## src/hdl/rbid_pkg.sv

```systemverilog
// ----------------------------------------------------------------------------
// rbid_pkg
// Shared types and constants for the relay bank with impulse and dependency.
// ----------------------------------------------------------------------------
`timescale 1ns / 1ps
`default_nettype none

package rbid_pkg;

  // default relay count and fixed field widths
  localparam int NUM_RELAYS_DEF = 8;
  localparam int MASK_W         = 8;
  localparam int TIME_W         = 32;

  // register reset values
  localparam logic [MASK_W-1:0] IMPULSE_MASK_RST     = '0;
  localparam logic [MASK_W-1:0] INDEPENDENT_MASK_RST = '0;
  localparam logic [31:0]       DEPENDS_MAP_RST      = 32'hFFFF_FFFF;
  localparam logic [TIME_W-1:0] INTERVAL_RST         = 32'd250;

  // operation codes
  typedef enum logic [1:0] {
    OP_SET     = 2'd0,
    OP_TOGGLE  = 2'd1,
    OP_CHECK   = 2'd2,
    OP_RELEASE = 2'd3
  } op_e;

  // register indexes
  typedef enum logic [1:0] {
    REG_IMPULSE_MASK     = 2'd0,
    REG_INDEPENDENT_MASK = 2'd1,
    REG_DEPENDS_MAP      = 2'd2,
    REG_INTERVAL         = 2'd3
  } cfg_reg_e;

  // sequencer states
  typedef enum logic [2:0] {
    ST_IDLE,
    ST_CHAIN,
    ST_APPLY,
    ST_CHECK,
    ST_REL_OUTER,
    ST_REL_INNER,
    ST_SUMMARY
  } state_e;

  // input item
  typedef struct packed {
    logic [1:0]        operation;
    logic [2:0]        relay_index;
    logic              req_state;
    logic [TIME_W-1:0] now_ms;
  } cmd_item_t;

  // result item
  typedef struct packed {
    logic              is_notice;
    logic [2:0]        changed_relay;
    logic              changed_state;
    logic              return_flag;
    logic [MASK_W-1:0] relay_states;
    logic              last;
  } res_item_t;

  // configuration write
  typedef struct packed {
    logic [1:0]  index;
    logic [31:0] data;
  } cfg_item_t;

  // dependency lookup result
  typedef struct packed {
    logic       valid;
    logic [2:0] relay;
  } dep_t;

endpackage

`default_nettype wire

```

## src/hdl/rbid_if.sv

```systemverilog
// ----------------------------------------------------------------------------
// rbid_if
// Valid/ready channels for commands, results and configuration writes.
// ----------------------------------------------------------------------------
`timescale 1ns / 1ps
`default_nettype none

// command channel
interface rbid_cmd_if;
  logic                 valid;
  logic                 ready;
  rbid_pkg::cmd_item_t  item;
  modport source (output valid, output item, input ready);
  modport sink   (input valid, input item, output ready);
endinterface

// result channel
interface rbid_res_if;
  logic                 valid;
  logic                 ready;
  rbid_pkg::res_item_t  item;
  modport source (output valid, output item, input ready);
  modport sink   (input valid, input item, output ready);
endinterface

// configuration write channel
interface rbid_cfg_if;
  logic                 valid;
  logic                 ready;
  rbid_pkg::cfg_item_t  item;
  modport source (output valid, output item, input ready);
  modport sink   (input valid, input item, output ready);
endinterface

`default_nettype wire

```

## src/hdl/rbid_dep_lookup.sv

```systemverilog
// ----------------------------------------------------------------------------
// rbid_dep_lookup
// Decodes the dependency code of one selected relay from the map register.
// ----------------------------------------------------------------------------
`timescale 1ns / 1ps
`default_nettype none

module rbid_dep_lookup #(
  parameter  int NUM_RELAYS = rbid_pkg::NUM_RELAYS_DEF,
  localparam int ACTIVE     = (NUM_RELAYS < 8) ? NUM_RELAYS : 8,
  localparam int IDX_W      = $clog2(ACTIVE)
) (
  input  wire logic [31:0]      depends_map,
  input  wire logic [IDX_W-1:0] sel,
  output rbid_pkg::dep_t        dep
);

  logic [3:0] code;

  // codes past the active count or pointing at itself mean no dependency
  always_comb begin
    code      = depends_map[{sel, 2'b00} +: 4];
    dep.valid = (code < 4'(ACTIVE)) && (code != 4'(sel));
    dep.relay = code[2:0];
  end

endmodule

`default_nettype wire

```

## src/hdl/relay_bank_impulse_dependency.sv

```systemverilog
// ----------------------------------------------------------------------------
// relay_bank_impulse_dependency
// Relay bank with impulse timeouts and dependency chains.
// cmd takes one item (set, toggle, impulse check, release); res returns a
// notice per relay change, then one summary item with last set. cfg writes
// the four registers; the user is to write them only while the block is
// idle, which the block itself does not enforce. cfg is always ready.
// One item is handled by a small sequencer around a single dependency lookup
// and a single 32-bit add/compare. Set/toggle on follows the dependency
// chain (<= 8 relays); check and release scan the relays. cmd is ready only
// while the sequencer is idle. Results go through one output register; a
// stalled receiver holds the sequencer at its next result, and the next item
// is taken while the summary still waits. Reset clears all relays and
// impulse timers and sets the registers to their reset values.
// ----------------------------------------------------------------------------
`timescale 1ns / 1ps
`default_nettype none

module relay_bank_impulse_dependency #(
  parameter int NUM_RELAYS = rbid_pkg::NUM_RELAYS_DEF
) (
  input wire logic clk,
  input wire logic rst,
  rbid_cfg_if.sink   cfg,
  rbid_cmd_if.sink   cmd,
  rbid_res_if.source res
);

  localparam int ACTIVE = (NUM_RELAYS < 8) ? NUM_RELAYS : 8;
  localparam int IDX_W  = $clog2(ACTIVE);
  localparam int CNT_W  = $clog2(ACTIVE + 1);
  localparam logic [IDX_W-1:0] LAST = IDX_W'(ACTIVE - 1);

  // configuration registers
  logic [rbid_pkg::MASK_W-1:0] impulse_mask;
  logic [rbid_pkg::MASK_W-1:0] independent_mask;
  logic [31:0]                 depends_map;
  logic [rbid_pkg::TIME_W-1:0] interval;

  // relay state
  logic [ACTIVE-1:0]           relay_on;
  logic [rbid_pkg::TIME_W-1:0] impulse_start [ACTIVE];
  logic [3:0]                  pending;
  logic                        any_dep;

  // sequencer
  rbid_pkg::state_e            state, state_next;
  logic [1:0]                  op;
  logic [rbid_pkg::TIME_W-1:0] now_reg;
  logic                        tgt;
  logic                        changed;
  logic [IDX_W-1:0]            chain [ACTIVE];
  logic [CNT_W-1:0]            len;
  logic [IDX_W-1:0]            idx;
  logic [IDX_W-1:0]            sub;
  logic                        found_dep;
  logic                        found_on;

  // output register
  logic                        out_valid;
  rbid_pkg::res_item_t         out_item;

  // combinational control
  logic                        out_free;
  logic                        accept;
  logic                        r_ok;
  logic [IDX_W-1:0]            r_in;
  logic                        s_eff;
  logic [CNT_W-1:0]            len_dec;
  logic [IDX_W-1:0]            cur_x;
  logic [IDX_W-1:0]            sel;
  rbid_pkg::dep_t              dep;
  logic [ACTIVE-1:0]           imp_act;
  logic [ACTIVE-1:0]           ind_act;
  logic [rbid_pkg::TIME_W-1:0] st_ms;
  logic [rbid_pkg::TIME_W-1:0] end_ms;
  logic                        expired;
  logic                        hit;
  logic                        fd;
  logic                        fo;
  logic                        apply_en;
  logic [IDX_W-1:0]            apply_idx;
  logic                        apply_val;
  logic [ACTIVE-1:0]           on_next;
  logic                        emit_summary;
  logic                        sum_flag;

  assign out_free  = !out_valid || res.ready;
  assign cmd.ready = (state == rbid_pkg::ST_IDLE);
  assign accept    = cmd.valid && cmd.ready;
  assign cfg.ready = 1'b1;
  assign res.valid = out_valid;
  assign res.item  = out_item;

  assign imp_act = impulse_mask[ACTIVE-1:0];
  assign ind_act = independent_mask[ACTIVE-1:0];

  // command decode
  assign r_ok  = ({1'b0, cmd.item.relay_index} < 4'(ACTIVE));
  assign r_in  = cmd.item.relay_index[IDX_W-1:0];
  assign s_eff = (cmd.item.operation == rbid_pkg::OP_TOGGLE) ? !relay_on[r_in]
                                                             : cmd.item.req_state;

  // chain head and shared dependency lookup
  assign len_dec = len - CNT_W'(1);
  assign cur_x   = chain[len_dec[IDX_W-1:0]];
  assign sel     = (state == rbid_pkg::ST_REL_INNER) ? sub : cur_x;

  rbid_dep_lookup #(
    .NUM_RELAYS (NUM_RELAYS)
  ) u_dep (
    .depends_map (depends_map),
    .sel         (sel),
    .dep         (dep)
  );

  // shared impulse timer compare
  assign st_ms   = impulse_start[idx];
  assign end_ms  = st_ms + interval;
  assign expired = imp_act[idx] && (st_ms != '0) && relay_on[idx] &&
                   ((now_reg > end_ms) || (now_reg < st_ms));

  // master scan of the release pass
  assign hit = dep.valid && (dep.relay == 3'(idx));
  assign fd  = found_dep || hit;
  assign fo  = found_on || (hit && relay_on[sub]);

  // next state
  always_comb begin
    state_next = state;
    case (state)
      rbid_pkg::ST_IDLE: begin
        if (accept) begin
          case (cmd.item.operation)
            rbid_pkg::OP_SET, rbid_pkg::OP_TOGGLE: begin
              if (!r_ok) state_next = rbid_pkg::ST_SUMMARY;
              else if (s_eff) state_next = rbid_pkg::ST_CHAIN;
              else state_next = rbid_pkg::ST_APPLY;
            end
            rbid_pkg::OP_CHECK: begin
              state_next = (pending != '0) ? rbid_pkg::ST_CHECK : rbid_pkg::ST_SUMMARY;
            end
            default: begin
              state_next = any_dep ? rbid_pkg::ST_REL_OUTER : rbid_pkg::ST_SUMMARY;
            end
          endcase
        end
      end
      rbid_pkg::ST_CHAIN: begin
        if (!((len < CNT_W'(ACTIVE)) && dep.valid)) state_next = rbid_pkg::ST_APPLY;
      end
      rbid_pkg::ST_APPLY: begin
        if (out_free && (len == CNT_W'(1))) state_next = rbid_pkg::ST_SUMMARY;
      end
      rbid_pkg::ST_CHECK: begin
        if (out_free && (idx == LAST)) state_next = rbid_pkg::ST_SUMMARY;
      end
      rbid_pkg::ST_REL_OUTER: begin
        if (!ind_act[idx] && relay_on[idx]) state_next = rbid_pkg::ST_REL_INNER;
        else if (idx == LAST) state_next = rbid_pkg::ST_SUMMARY;
      end
      rbid_pkg::ST_REL_INNER: begin
        if (out_free && (sub == LAST)) begin
          state_next = (idx == LAST) ? rbid_pkg::ST_SUMMARY : rbid_pkg::ST_REL_OUTER;
        end
      end
      rbid_pkg::ST_SUMMARY: begin
        if (out_free) state_next = rbid_pkg::ST_IDLE;
      end
      default: state_next = rbid_pkg::ST_IDLE;
    endcase
  end

  // relay change control
  always_comb begin
    apply_en     = 1'b0;
    apply_idx    = idx;
    apply_val    = 1'b0;
    emit_summary = 1'b0;
    case (state)
      rbid_pkg::ST_APPLY: begin
        apply_idx = cur_x;
        apply_val = tgt;
        apply_en  = out_free && (relay_on[cur_x] != tgt);
      end
      rbid_pkg::ST_CHECK: begin
        apply_en = out_free && expired;
      end
      rbid_pkg::ST_REL_INNER: begin
        apply_en = out_free && (sub == LAST) && fd && !fo;
      end
      rbid_pkg::ST_SUMMARY: begin
        emit_summary = out_free;
      end
      default: begin
        apply_en = 1'b0;
      end
    endcase
  end

  always_comb begin
    on_next = relay_on;
    if (apply_en) on_next[apply_idx] = apply_val;
  end

  // summary flag per operation
  always_comb begin
    case (op)
      rbid_pkg::OP_SET, rbid_pkg::OP_TOGGLE: sum_flag = changed;
      rbid_pkg::OP_RELEASE:                  sum_flag = any_dep;
      default:                               sum_flag = 1'b0;
    endcase
  end

  // control and state registers
  always_ff @(posedge clk) begin
    if (rst) begin
      impulse_mask     <= rbid_pkg::IMPULSE_MASK_RST;
      independent_mask <= rbid_pkg::INDEPENDENT_MASK_RST;
      depends_map      <= rbid_pkg::DEPENDS_MAP_RST;
      interval         <= rbid_pkg::INTERVAL_RST;
      state            <= rbid_pkg::ST_IDLE;
      relay_on         <= '0;
      for (int i = 0; i < ACTIVE; i++) impulse_start[i] <= '0;
      pending          <= '0;
      any_dep          <= 1'b0;
      out_valid        <= 1'b0;
      op               <= rbid_pkg::OP_SET;
      tgt              <= 1'b0;
      changed          <= 1'b0;
      len              <= '0;
      idx              <= '0;
      sub              <= '0;
      found_dep        <= 1'b0;
      found_on         <= 1'b0;
    end else begin
      state    <= state_next;
      relay_on <= on_next;

      // register writes
      if (cfg.valid) begin
        case (cfg.item.index)
          rbid_pkg::REG_IMPULSE_MASK:     impulse_mask     <= cfg.item.data[7:0];
          rbid_pkg::REG_INDEPENDENT_MASK: independent_mask <= cfg.item.data[7:0];
          rbid_pkg::REG_DEPENDS_MAP:      depends_map      <= cfg.item.data;
          rbid_pkg::REG_INTERVAL:         interval         <= cfg.item.data;
          default:                        interval         <= interval;
        endcase
      end

      // impulse timer bookkeeping
      if (apply_en && imp_act[apply_idx]) begin
        impulse_start[apply_idx] <= apply_val ? now_reg : '0;
        pending <= apply_val ? pending + 4'd1 : pending - 4'd1;
      end

      // output valid
      if (apply_en || emit_summary) out_valid <= 1'b1;
      else if (res.ready) out_valid <= 1'b0;

      case (state)
        rbid_pkg::ST_IDLE: begin
          if (accept) begin
            op      <= cmd.item.operation;
            tgt     <= s_eff;
            changed <= 1'b0;
            len     <= CNT_W'(1);
            idx     <= '0;
            if ((cmd.item.operation == rbid_pkg::OP_RELEASE) && any_dep) any_dep <= 1'b0;
          end
        end
        rbid_pkg::ST_CHAIN: begin
          if ((len < CNT_W'(ACTIVE)) && dep.valid) len <= len + CNT_W'(1);
        end
        rbid_pkg::ST_APPLY: begin
          if (out_free) begin
            if (tgt && dep.valid) any_dep <= 1'b1;
            if (len == CNT_W'(1)) changed <= (relay_on[cur_x] != tgt);
            len <= len_dec;
          end
        end
        rbid_pkg::ST_CHECK: begin
          if (out_free) idx <= idx + IDX_W'(1);
        end
        rbid_pkg::ST_REL_OUTER: begin
          if (!ind_act[idx] && relay_on[idx]) begin
            sub       <= '0;
            found_dep <= 1'b0;
            found_on  <= 1'b0;
          end else begin
            idx <= idx + IDX_W'(1);
          end
        end
        rbid_pkg::ST_REL_INNER: begin
          if (out_free) begin
            if (sub == LAST) begin
              if (fd && fo) any_dep <= 1'b1;
              idx <= idx + IDX_W'(1);
            end else begin
              sub       <= sub + IDX_W'(1);
              found_dep <= fd;
              found_on  <= fo;
            end
          end
        end
        default: begin
          sub <= sub;
        end
      endcase
    end
  end

  // payload registers
  always_ff @(posedge clk) begin
    if (accept) begin
      now_reg  <= cmd.item.now_ms;
      chain[0] <= r_in;
    end
    if ((state == rbid_pkg::ST_CHAIN) && (len < CNT_W'(ACTIVE)) && dep.valid) begin
      chain[len[IDX_W-1:0]] <= dep.relay[IDX_W-1:0];
    end
    if (apply_en) begin
      out_item.is_notice     <= 1'b1;
      out_item.changed_relay <= 3'(apply_idx);
      out_item.changed_state <= apply_val;
      out_item.return_flag   <= 1'b0;
      out_item.relay_states  <= 8'(on_next);
      out_item.last          <= 1'b0;
    end else if (emit_summary) begin
      out_item.is_notice     <= 1'b0;
      out_item.changed_relay <= 3'd0;
      out_item.changed_state <= 1'b0;
      out_item.return_flag   <= sum_flag;
      out_item.relay_states  <= 8'(relay_on);
      out_item.last          <= 1'b1;
    end
  end

`ifndef SYNTHESIS
  // every accepted item starts work, at least a summary
  a_accept_busy: assert property (@(posedge clk) disable iff (rst)
    accept |=> (state != rbid_pkg::ST_IDLE))
    else $error("sequencer stayed idle after an accepted item");

  // a notice shows the changed relay in its new state
  a_notice_state: assert property (@(posedge clk) disable iff (rst)
    (out_valid && out_item.is_notice) |->
      (out_item.relay_states[out_item.changed_relay] == out_item.changed_state))
    else $error("notice disagrees with its relay bitmap");

  // the dependency chain never outgrows the relay count
  a_chain_len: assert property (@(posedge clk) disable iff (rst)
    (state == rbid_pkg::ST_CHAIN) |-> (len <= CNT_W'(ACTIVE)) && (len != '0))
    else $error("dependency chain length out of range");
`endif

endmodule

`default_nettype wire
```

## src/flat_wrapper.sv

```systemverilog
// flat-port wrapper written by rule: the top's interface ports become plain ports
module relay_bank_impulse_dependency_flat 
#(
  parameter int NUM_RELAYS = rbid_pkg::NUM_RELAYS_DEF
)
  (clk, rst, cfg_valid, cfg_item, cfg_ready, cmd_valid, cmd_item, cmd_ready, res_valid, res_item, res_ready);
  rbid_cfg_if cfg_i ();
  rbid_cmd_if cmd_i ();
  rbid_res_if res_i ();
  input wire logic clk;
  input wire logic rst;
  input wire logic [$bits(cfg_i.valid)-1:0] cfg_valid;
  input wire logic [$bits(cfg_i.item)-1:0] cfg_item;
  output wire logic [$bits(cfg_i.ready)-1:0] cfg_ready;
  input wire logic [$bits(cmd_i.valid)-1:0] cmd_valid;
  input wire logic [$bits(cmd_i.item)-1:0] cmd_item;
  output wire logic [$bits(cmd_i.ready)-1:0] cmd_ready;
  output wire logic [$bits(res_i.valid)-1:0] res_valid;
  output wire logic [$bits(res_i.item)-1:0] res_item;
  input wire logic [$bits(res_i.ready)-1:0] res_ready;
  assign cfg_i.valid = cfg_valid;
  assign cfg_i.item = cfg_item;
  assign cfg_ready = cfg_i.ready;
  assign cmd_i.valid = cmd_valid;
  assign cmd_i.item = cmd_item;
  assign cmd_ready = cmd_i.ready;
  assign res_valid = res_i.valid;
  assign res_item = res_i.item;
  assign res_i.ready = res_ready;
  relay_bank_impulse_dependency #(.NUM_RELAYS(NUM_RELAYS)) u_core (.clk(clk), .rst(rst), .cfg(cfg_i), .cmd(cmd_i), .res(res_i));
endmodule
```

## config.mk

```make
export PLATFORM = sky130hd
export DESIGN_NAME = relay_bank_impulse_dependency_flat
export DESIGN_NICKNAME = d
export VERILOG_FILES = /design/src/hdl/rbid_pkg.sv /design/src/hdl/rbid_if.sv /design/src/hdl/rbid_dep_lookup.sv /design/src/hdl/relay_bank_impulse_dependency.sv /design/src/flat_wrapper.sv
export SDC_FILE = /design/constraint.sdc
export NUM_CORES = 1
export LEC_CHECK = 0
export ABC_CLOCK_PERIOD_IN_PS = 21000
export BUFFER_PORTS_ARGS = -buffer_cell sky130_fd_sc_hd__buf_2
export CAP_MARGIN = 0
export CORE_MARGIN = 2
export CORE_UTILIZATION = 55
export CTS_BUF_LIST = sky130_fd_sc_hd__clkbuf_16
export DETAILED_ROUTE_END_ITERATION = 6
export GPL_TIMING_DRIVEN = 0
export MAX_ROUTING_LAYER = met4
export PLACE_DENSITY = 0.81
export SYNTH_ARGS = -nofsm -noshare
export SYNTH_HDL_FRONTEND = slang
export SYNTH_SLANG_ARGS = --single-unit
```

## constraint.sdc

```tcl
create_clock -name clk -period 21 [get_ports clk]
set_input_delay 1.05 -clock clk [delete_from_list [all_inputs] [get_ports clk]]
set_output_delay 1.05 -clock clk [all_outputs]
set_load 0.02 [all_outputs]
```

-- Yosys cells after proc, flatten, opt, wreduce, memory -nomap -nowiden
Memory sizes are Yosys's and may differ from the RTL's. A register that Yosys moved wholly into a read port is not among the register bits.
Cells that the tools add are included.
- equality and inequality tests: 39
- $mul: 0
- shift operators: 1
- bitwise gates (word level): 0
- order comparisons: 10
- reduce and logical (&&, ||, !) cells: 60
- $add $sub $neg: 7
- divide/modulo/power cells: 0
- multiplexer cells: 95
- operators by type and width (kind ; number):
    two-way mux 3 bit ; 24
    two-way mux 32 bit ; 2
    two-way mux 1 bit ; 39
    adder 32 bit ; 1
    greater-than comparator 32 bit ; 1
    less-than comparator 32 bit ; 1
    nonzero test 32 bit ; 1
    OR reduction 32 bit ; 1
    variable part select 32 x 6 -> 4 bit ; 1
    two-way mux 14 bit ; 2
    logical AND 1 bit ; 23
    binary-select mux 1 bit (select 3 bit) ; 7
    one-hot mux 3 bit (7 select lines) ; 1
    less-than comparator 3 x 4 -> 1 bit, second input constant ; 5
    != test 2 x 1 -> 1 bit, second input constant ; 10
    two-way mux 4 bit ; 4
    != test 2 bit, second input constant ; 8
    == test 3 bit, second input constant ; 5
    one-hot mux 3 bit (2 select lines) ; 2
    one-hot mux 3 bit (4 select lines) ; 1
    one-hot mux 4 bit (3 select lines) ; 1
    AND reduction 4 bit ; 3
    == test 2 bit, second input constant ; 5
    AND reduction 2 bit ; 5
    31 further kinds ; 59
- memory bits (writable): 280
- memories kept: 2
- bits in latches: 0
- register bits after elaboration: 160
- output and inout bits: 18
- memory bits (read-only): 0
- memory list (name ; depth ; width ; read ports ; clocked after Yosys merged registers in ; wr ports ; RTL line ; source):
    u_core.impulse_start ; 8 ; 32 ; 1 ; 1 ; 8 ; relay_bank_impulse_dependency.sv:42 ; logic [rbid_pkg::TIME_W-1:0] impulse_start [ACTIVE];
    u_core.chain ; 8 ; 3 ; 1 ; 0 ; 1 ; relay_bank_impulse_dependency.sv:52 ; logic [IDX_W-1:0] chain [ACTIVE];

-- Logic depth before layout (Yosys ltp)
An unclocked memory read counts as a cell.
- depth in word-level cells: 18
- gate-level depth with buffers: 34
- mapped depth without buffers: 30

-- Cells and area by module
A second synthesis with hierarchy kept.
- cell total of the unflattened synthesis: 2124
- area, all modules: 23492.5 um2
- by module, submodules not included (module ; cells each ; sequential area each (um2) ; instances ; area each (um2)):
    relay_bank_impulse_dependency ; 2073 ; 12111.6 ; 1 ; 23084.6
    rbid_dep_lookup ; 51 ; 0.0 ; 1 ; 407.9

-- Worst setup path after synthesis
Ideal clock, no wire load.
- path type: reg-to-reg
- start: reg with a tool-made name
- end: mem u_core.impulse_start[2][0] in the netlist's numbering, enable pin
- arrival: 7.450 ns
- required time: 20.606 ns
- setup time: 0.394 ns
- path slack: 13.156 ns
- period minus slack after synthesis: 7.844 ns
- stages on the path, launching flop included: 32
- cells stage by stage: dfxtp_1 > clkbuf_1 > buf_1 > mux4_2 > mux2i_1 > inv_1 > ha_1 > a21o_1 > a21oi_1 > o21ai_0 > a211o_1 > a21oi_1 > o21a_1 > o211ai_1 > a31o_2 > a2111oi_0 > o21bai_1 > a21oi_1 > xnor2_1 > ha_1 > nand4_1 > o21ai_0 > a2bb2oi_1 > o31ai_1 > o211ai_1 > a32oi_1 > o211ai_2 > o2111ai_2 > buf_2 > or3_1 > buf_4 > nand2b_1
- RTL lines (item ; RTL line):
    end, declared ; relay_bank_impulse_dependency.sv:42

==> reports/qor.yml <==
antenna_found_initial: 0
row_count: 74
cpPeakStageDelay_ps: 930
yosys_warnings: 0
hold_viol: 0
crit_type: "reg2reg"
skew_ps: 37.6
synth_area_um2: 22500
reg2reg_setup_slack_ps: 10880
max_slew_margin: 0.184
synth_edf_count: 324
dr_total_vias: 16900
gp_congestion: 0.938
drt_iter0_drc: 2155
die_w_um: 206
cap_violations: 0
grt_max_degree: 37
io_buffers: 93
path_clk_slew_ps: 60
drive_gt1_frac: 0.144
synth-seq-cells: 443
async_reset_ff_frac: 0
r2r_end: "u_core.impulse_start[5][25]$_SDFFCE_PN0P_"
whs_endpoint: "u_core.op[0]$_SDFFE_PP0P_"
numCtsBuffers: 45
tns_ps: 0
path_max_fanout: 17
cts_max_level: 2
min_path_cells: 2
hold_buffers: 0
finish.instance_area_um2: 25300
post-route-min-period_ps: 10120
clock.fmax_ghz: 0.0988
cts_sinks: 443
regMostFlops: "u_core.impulse_start"
seq_area_frac_synth: 0.538
slew_viol_final: 0
status: "finished with violations"
power_density_nw_per_um2: 110
hold_path_class: "reg2reg"
fillers: 3061
coreArea_um2: 40600
yosys-top-cells-count: "nor2_1, edfxtp_1, nand2_1"
cp_top_family: "compound AO/OA/AOI/OAI gates"
routed_via_density: 6.28
power.leakage_uw: 0.00948
final.period_utilization: 0.482
grt_use_total: 0.312
yosysTopAreaCellShare: 0.432
synth_top_area_cell: "edfxtp_1"
reg2reg_depth: 34
drt-wirelength-per-cell_um: 23.8
area_growth_pct: 12.6
worstPathArrival_ps: 10420
synth_flop_cell: "edfxtp_1"
die_h_um: 206
hpwl_um: 47200
rsz0062_at_grt: "no"
grt_first_pass_wirelength_um: 96100
cts_tree: "done"
critPathCaptureType: "flop"
ios: 95
crit_required_ps: 21300
worst_path_max_delay_cell: "buf_1"
first_pass_iters: 7
cts-resized-gates: 0
final_nets: 2312
postSynthCellCount: 1982
die-area_um2: 42600
setup_viol: 0
clock_latency_ps: 610
syn-mean-instance-area_um2: 11.4
drc: 1
start_util: 0.554
yosysMostFrequentCell: "nor2_1"
grt_overflow: 0
worst-path-buf-inv: 6
cts_setup_buffers: 0
largest_reg_flops: 256
dpl-instance-area_um2: 23900
ys_types: 75
final_util: 0.624
failed_checks: "design-rule violations"
hp-start: "u_core.op[0]$_SDFFE_PP0P_"
grt_pass1_vias: 16500
peakVddDrop_mv: 0.0926
startpoint_type: "flop"
ctsLongestPathBuffers: 3
synth_area_leaders: "edfxtp_1, dfxtp_1, mux4_2"
worstMarginPinSlew_ps: 1220
synth_nets: 2164
ant_nets: 0
root_buffer: "clkbuf_16"
wl_um: 64200
where the power goes:
group	total (µW)	internal (µW)	switching (µW)
Sequential	1060	1010	49.7
Combinational	937	356	581
Clock	805	452	353
Total	2800	1820	984
logic make-up after synthesis:
logic type               synth area share
multiplexers                        0.118
other                            0.000167
adder cells (fa/ha/maj)            0.0590
XOR/XNOR                           0.0132
AND/OR/NAND/NOR                     0.155
buffers and inverters              0.0361
AO/OA/AOI/OAI                      0.0807
flip-flops                          0.538
worst min-delay path, delay by kind of cell (launching register included):
| kind | cells | cell delay [ps] |
|---|---|---|
| flip-flops | 1 | 310 |
| AO/OA/AOI/OAI | 1 | 50 |
| AND/OR/NAND/NOR | 1 | 60 |
layout by cell type (no fill, tap or decap), types with 17 or more instances in the layout:
master	synthesis	layout
a21oi_1	102	102
clkbuf_16	0	46
mux2i_1	72	72
mux4_2	82	82
nor2_1	347	347
nand4_1	19	19
nand3b_1	42	42
nor3_1	25	25
edfxtp_1	324	324
buf_2	5	98
ha_1	103	103
dfxtp_1	119	119
nor4_1	19	19
o21ai_0	27	27
nand2_1	231	231
inv_1	63	70
nand3_1	21	21
o22ai_1	18	18
xnor2_1	17	17
a21o_1	40	40
clkbuf_1	70	70
metrics by stage:
step	setup slack, ps	power (µW)	instances	hold slack (ps)
floorplan	13160	1710	1982	429
detailed placement	11160	1990	2615	457
global route	10400	2910	2698	483
finish	10880	2800	2700	467
global placement	10470	1950	2607	447
CTS	11070	2780	2698	469
layout make-up:
type / count / area, µm² / share of cell area
well taps: 532 / 666 / 0.0263
clock inverters: 37 / 329 / 0.0130
multi-input cells: 1363 / 9610 / 0.379
diodes: 2 / 5.00 / 0.000197
repair buffers: 101 / 663 / 0.0262
flip-flops and latches: 443 / 12100 / 0.478
inverters: 63 / 236 / 0.00933
clock buffers: 46 / 1150 / 0.0454
plain buffers: 113 / 577 / 0.0228
worst max-delay path by stage:
stage / cells after the start / endpoint / slack, ps / startpoint
floorplan: 31 / u_core.impulse_start[2][0]$_SDFFCE_PN0P_ / 13160 / flop
global placement: 31 / u_core.impulse_start[2][18]$_SDFFCE_PN0P_ / 10470 / flop
detailed placement: 34 / u_core.impulse_start[5][24]$_SDFFCE_PN0P_ / 11160 / flop
CTS: 34 / u_core.impulse_start[5][25]$_SDFFCE_PN0P_ / 11070 / flop
global route: 34 / u_core.impulse_start[5][25]$_SDFFCE_PN0P_ / 10400 / flop
finish: 34 / u_core.impulse_start[5][25]$_SDFFCE_PN0P_ / 10880 / flop
per-layer routing:
| layer | track usage | vias up | share of wire |
|---|---|---|---|
| met5 | - | - | 0 |
| met4 | 0.146 | 0 | 0.049 |
| met3 | 0.0768 | 229 | 0.11 |
| met2 | 0.488 | 1019 | 0.47 |
| met1 | 0.384 | 8170 | 0.37 |
| li1 | - | 7528 | - |
(Power assumes the default switching activity.)
